**src/hw/rtl/assert_macros.svh**
```systemverilog
// Assertion macros shared by the RTL; empty bodies for synthesis.
`ifndef ASSERT_MACROS_SVH
`define ASSERT_MACROS_SVH
`ifndef SYNTHESIS
// Condition must hold at every clock edge outside reset.
`define ASSERT_ALWAYS(label, clk, rst, cond) \
   label: assert property (@(posedge clk) disable iff (rst) (cond)) \
      else $error("assertion failed");
// Antecedent implies consequent in the same cycle.
`define ASSERT_IMPLY(label, clk, rst, ante, cons) \
   label: assert property (@(posedge clk) disable iff (rst) (ante) |-> (cons)) \
      else $error("assertion failed");
`else
`define ASSERT_ALWAYS(label, clk, rst, cond)
`define ASSERT_IMPLY(label, clk, rst, ante, cons)
`endif
`endif

```
**src/hw/rtl/imh_ram.sv**
```systemverilog
// Generic simple dual-port RAM with registered read.
module imh_ram #(
   parameter int WIDTH = 8,
   parameter int DEPTH = 16
) (
   input  logic                     clock,
   input  logic                     wr_en,
   input  logic [$clog2(DEPTH)-1:0] wr_addr,
   input  logic [WIDTH-1:0]         wr_data,
   input  logic [$clog2(DEPTH)-1:0] rd_addr,
   output logic [WIDTH-1:0]         rd_data
);

   logic [WIDTH-1:0] mem [DEPTH];

   // write and registered read
   always_ff @(posedge clock) begin
      if (wr_en) begin
         mem[wr_addr] <= wr_data;
      end
      rd_data <= mem[rd_addr];
   end

endmodule

```
**config.mk**
```make
export PLATFORM = sky130hd
export DESIGN_NAME = imh_ram
export DESIGN_NICKNAME = d
export VERILOG_FILES = /design/src/hw/rtl/assert_macros.svh /design/src/hw/rtl/imh_ram.sv
export SDC_FILE = /design/constraint.sdc
export NUM_CORES = 1
export LEC_CHECK = 0
export BUFFER_PORTS_ARGS = -buffer_cell sky130_fd_sc_hd__buf_2
export CAP_MARGIN = 20
export CORE_MARGIN = 1.5
export CORE_UTILIZATION = 50
export DETAILED_ROUTE_END_ITERATION = 10
export PLACE_DENSITY_LB_ADDON = 0.08
export SYNTH_ARGS = -nofsm -noshare
export SYNTH_HDL_FRONTEND = slang
export SYNTH_SLANG_ARGS = --single-unit
```
**constraint.sdc**
```tcl
create_clock -name clock -period 2.1 [get_ports clock]
set_input_delay 0.315 -clock clock [delete_from_list [all_inputs] [get_ports clock]]
set_output_delay 0.315 -clock clock [all_outputs]
set_load 0.05 [all_outputs]
```
Word level (Yosys, flattened, before mapping). Memories as Yosys holds them, arrays and structs flattened. A register that Yosys moved wholly into a read port is not among the register bits. Cells that the tools add are included.

Register bits after elaboration: 0. Bits in writable memories: 128. Input port bits: 18. Output and inout port bits: 8. Memories: 1.

Memory list: mem (depth 16, bits a word 8, rd ports 1, clocked after memory_dff 1, wr ports 1, line imh_ram.sv:14) `logic [WIDTH-1:0] mem [DEPTH];`.

Multiplexer cells: 2.

Operators with widths (number): $mux 1 (2).

Longest topological paths before layout.
Word-level depth: 2. Gate-level depth with buffers: 5. Gate-level depth less buffers: 3.

Worst setup path before layout. No wires, ideal clock.

Kind: input to register. Start point: in wr_addr[2]. End point: mem mem[0][0] (enable). Setup time: 0.383 ns. Data arrival time: 1.425 ns. Required time: 1.717 ns. Slack: 0.292 ns. Stages on the path: 2. Path buffers: 0. Cell sequence: or3b_2 -> nor3_1.

RTL lines: start: declaration (line imh_ram.sv:8) `input logic [$clog2(DEPTH)-1:0] wr_addr,`; end: declaration (line imh_ram.sv:14).

Straight into the memory's write port.

Final worst setup path.
Start point: reg rd_data[0], read port of mem. End point: out rd_data[0].

RTL lines: start: declaration (line imh_ram.sv:11) `output logic [WIDTH-1:0] rd_data`.

No word-level cell between the ends.

==> flow_metrics.py <==
metrics = {
    "clock_network": {
        "path_clk_slew_ns": 0.06,
        "cts_buffers": 17,
        "clockRootBuffer": "clkbuf_8",
        "cts_buffer_depth": 2,
        "tritoncts": "done",
        "post_cts_buffers": 0,
        "cts_hold_buf": 0,
        "clock_sinks": 136,
        "ctsResizeCount": 0,
        "clkLatencyLatePin_ns": 0.51,
        "ctsHtreeMaxLevel": 4,
    },
    "power_and_ir_drop": {
        "seq_power_share_pct": 49.3,
        "vdd_drop_max_v": 0.0005675,
        "internal_power_mw": 4.907,
        "clock_power_share_pct": 45.2,
        "switching_power_mw": 1.285,
        "leakage_nw": 2.083,
        "cellPowerDensity_nw_per_um2": 1015,
        "p_comb_share_pct": 5.5,
        "switching_share_pct": 20.76,
    },
    "die": {
        "dieWidth_um": 104.5,
        "floorplan.initialDensity_pct": 52.18,
        "top_level_ports": 26,
        "die_y_um": 104.5,
        "rows": 36,
        "die_area_um2": 10910,
        "core-area_um2": 9864,
    },
    "timing": {
        "maxSlewViolCount": 0,
        "fin_crit_ns": 1.446,
        "finalSetupTns_ns": 0,
        "hold_violations": 0,
        "fin_worst_skew_ns": 0.009115,
        "period_share_pct": 68.87,
        "rsz0062_at_grt": "false",
        "slew-limit-headroom_pct": 71.85,
        "worst_slew_pin_slew_ns": 0.4223,
        "finalSetupViolCount": 0,
        "fmax_mhz": 691.4,
    },
    "synthesis": {
        "netlist.area_leader.share_pct": 74.67,
        "ys.flop_type": "edfxtp_1",
        "yosysSeqAreaShare_pct": 77.78,
        "ys_async_sr_fraction_pct": 0,
        "synth.most_common_cell": "edfxtp_1",
        "syn_inst": 229,
        "synth_edf_count": 128,
        "synth.largest_area_cell": "edfxtp_1",
        "synth_area_leaders": "edfxtp_1 75%, mux4_2 7.9%, mux4_1 7.1%",
        "syn-num-nets": 247,
        "ys_ff_latch": 136,
        "avgSynthCellArea_um2": 22.48,
        "ys_warn_count": 0,
        "synth_cell_types": 19,
        "syn_area_um2": 5147,
        "ys_top_cells_by_count": "128 x edfxtp_1, 18 x mux4_2, 16 x a22oi_1",
    },
    "min_path": {
        "hold_class": "primary input to flop",
        "min_from": "wr_data[6]",
        "hold_depth": 1,
    },
    "global_route": {
        "gr-usage-all-layers_pct": 19.01,
        "grt_pass1_vias": 2525,
        "grt_max_degree": 33,
        "grt_pass1_wl_um": 14590,
        "overflow": 0,
        "antenna_found_initial": 0,
    },
    "critical_path": {
        "startpoint": "rd_data[0]$_DFF_P_",
        "path_depth": 1,
        "critPathCaptureType": "output port",
        "cp.required_ns": 1.78,
        "crit_family": "flip-flops",
        "r2r_cells": 3,
        "cpPeakStageDelay_ns": 0.35,
        "worstPathCellList": "buf_2",
        "rr_startpoint": "mem[11][7]$_DFFE_PP_",
        "crit_path_max_fanout": 1,
        "worst_ep_arrival_time_ns": 1.13,
        "startpoint_type": "flop",
        "path_buf_inv": 1,
        "crit_type": "flop to output port",
        "slowest_stage": "dfxtp_1",
    },
    "detailed_routing": {
        "detail_route.vias_per_cell": 5.704,
        "wirelength_um": 9527,
        "drt_iter0_markers": 156,
        "drc": 0,
        "wl_per_cell_um": 22.21,
        "ant_nets": 0,
        "vias": 2447,
        "dr.pass1.iters": 4,
    },
    "finish": {
        "layout.nets": 301,
        "drive_above_1_share_pct": 31.76,
        "area_delta_synth_final_pct": 18.52,
        "post-route-util_pct": 61.85,
        "nFillCells": 686,
        "n_antenna_cell": 0,
    },
    "status": {
        "outcome": "finished clean",
    },
    "place": {
        "dpl.hpwl_um": 5855,
        "gp_congestion": 0.7047,
        "portBuffers": 25,
    },
    "flow_run": {
        "max_cap_viol_count": 0,
    },
}
[stage by stage]
| step | power, mW | setup slack [ns] | instance area, um2 | cells | hold WS [ns] |
|---|---|---|---|---|---|
| 6_report | 6.192 | 0.6536 | 6101 | 429 | 0.1893 |
| 5_1_grt | 6.392 | 0.6099 | 6101 | 429 | 0.1853 |
| 4_1_cts | 6.255 | 0.6284 | 6101 | 429 | 0.1673 |
| 3_5_place_dp | 3.453 | 0.2814 | 5528 | 397 | 0.6636 |
| 3_3_place_gp | 3.449 | 0.2983 | 5528 | 397 | 0.6595 |
| 2_1_floorplan | 3.322 | 0.2921 | 5147 | 229 | 0.4139 |
[metal layers]
layer	GRT usage, %	wire length [um]	share of wire [%]	vias to the layer above
met1	26.89	4304	45	1279
li1	-	-	-	1082
met2	28.71	4693	49	76
met3	4.511	427	4.5	10
met4	7.738	102	1.1	0
met5	0	0	0	-
[worst paths after layout]
kind	slack, ns	end
hold reg to reg	0.67	rd_data[3]$_DFF_P_
hold / removal	0.19	mem[14][6]$_DFFE_PP_
setup reg to reg	0.74	rd_data[7]$_DFF_P_
setup / recovery	0.65	rd_data[0]
[cells in the final DEF (no fill, tap or decap)]
| cell type | n |
|---|---|
| edfxtp_1 | 128 |
| buf_2 | 25 |
| mux4_2 | 18 |
| buf_4 | 18 |
| a22oi_1 | 16 |
| clkbuf_16 | 16 |
| mux4_1 | 14 |
| nor2_1 | 13 |
| nand2_1 | 9 |
| dfxtp_1 | 8 |
| nor3_1 | 4 |
| clkbuf_8 | 3 |
| clkinv_2 | 3 |
| clkinv_4 | 3 |
| clkinvlp_4 | 3 |
| nand3b_1 | 2 |
| nand2b_1 | 2 |
| clkbuf_1 | 2 |
| bufinv_16 | 2 |
| buf_12 | 2 |
| nor2b_1 | 1 |
| and2_1 | 1 |
| and2b_1 | 1 |
| nand3_1 | 1 |
| or3b_2 | 1 |
[registers in the layout (all words and copies together), names as in the netlist]
register and flops:
mem 128, rd_data 8
[power groups by stage]
stage	logic [mW]	registers [mW]	clock network (mW)
after floorplan	0.154	3.17	0
after global placement	0.340	3.11	0
after detailed placement	0.344	3.11	0
after CTS	0.346	3.05	2.86
after global routing	0.365	3.06	2.97
final	0.339	3.05	2.80
[cell type report]
type                            instances  area, um2  share of cell area, %
Sequential cell                       136       4004                  65.63
Multi-Input combinational cell         83       1057                  17.33
Tap cell                              133      166.4                  2.728
Clock buffer                           21      449.2                  7.363
Clock inverter                         11      123.9                  2.030
Timing Repair Buffer                   45      300.3                  4.922
[cells by family after synthesis]
| group | synth area share (%) |
|---|---|
| flip-flops | 77.78 |
| AND/OR/NAND/NOR | 3.184 |
| multiplexers | 15.02 |
| AO/OA/AOI/OAI | 2.334 |
| buffers and inverters | 1.677 |
(Power assumes the default switching activity.)
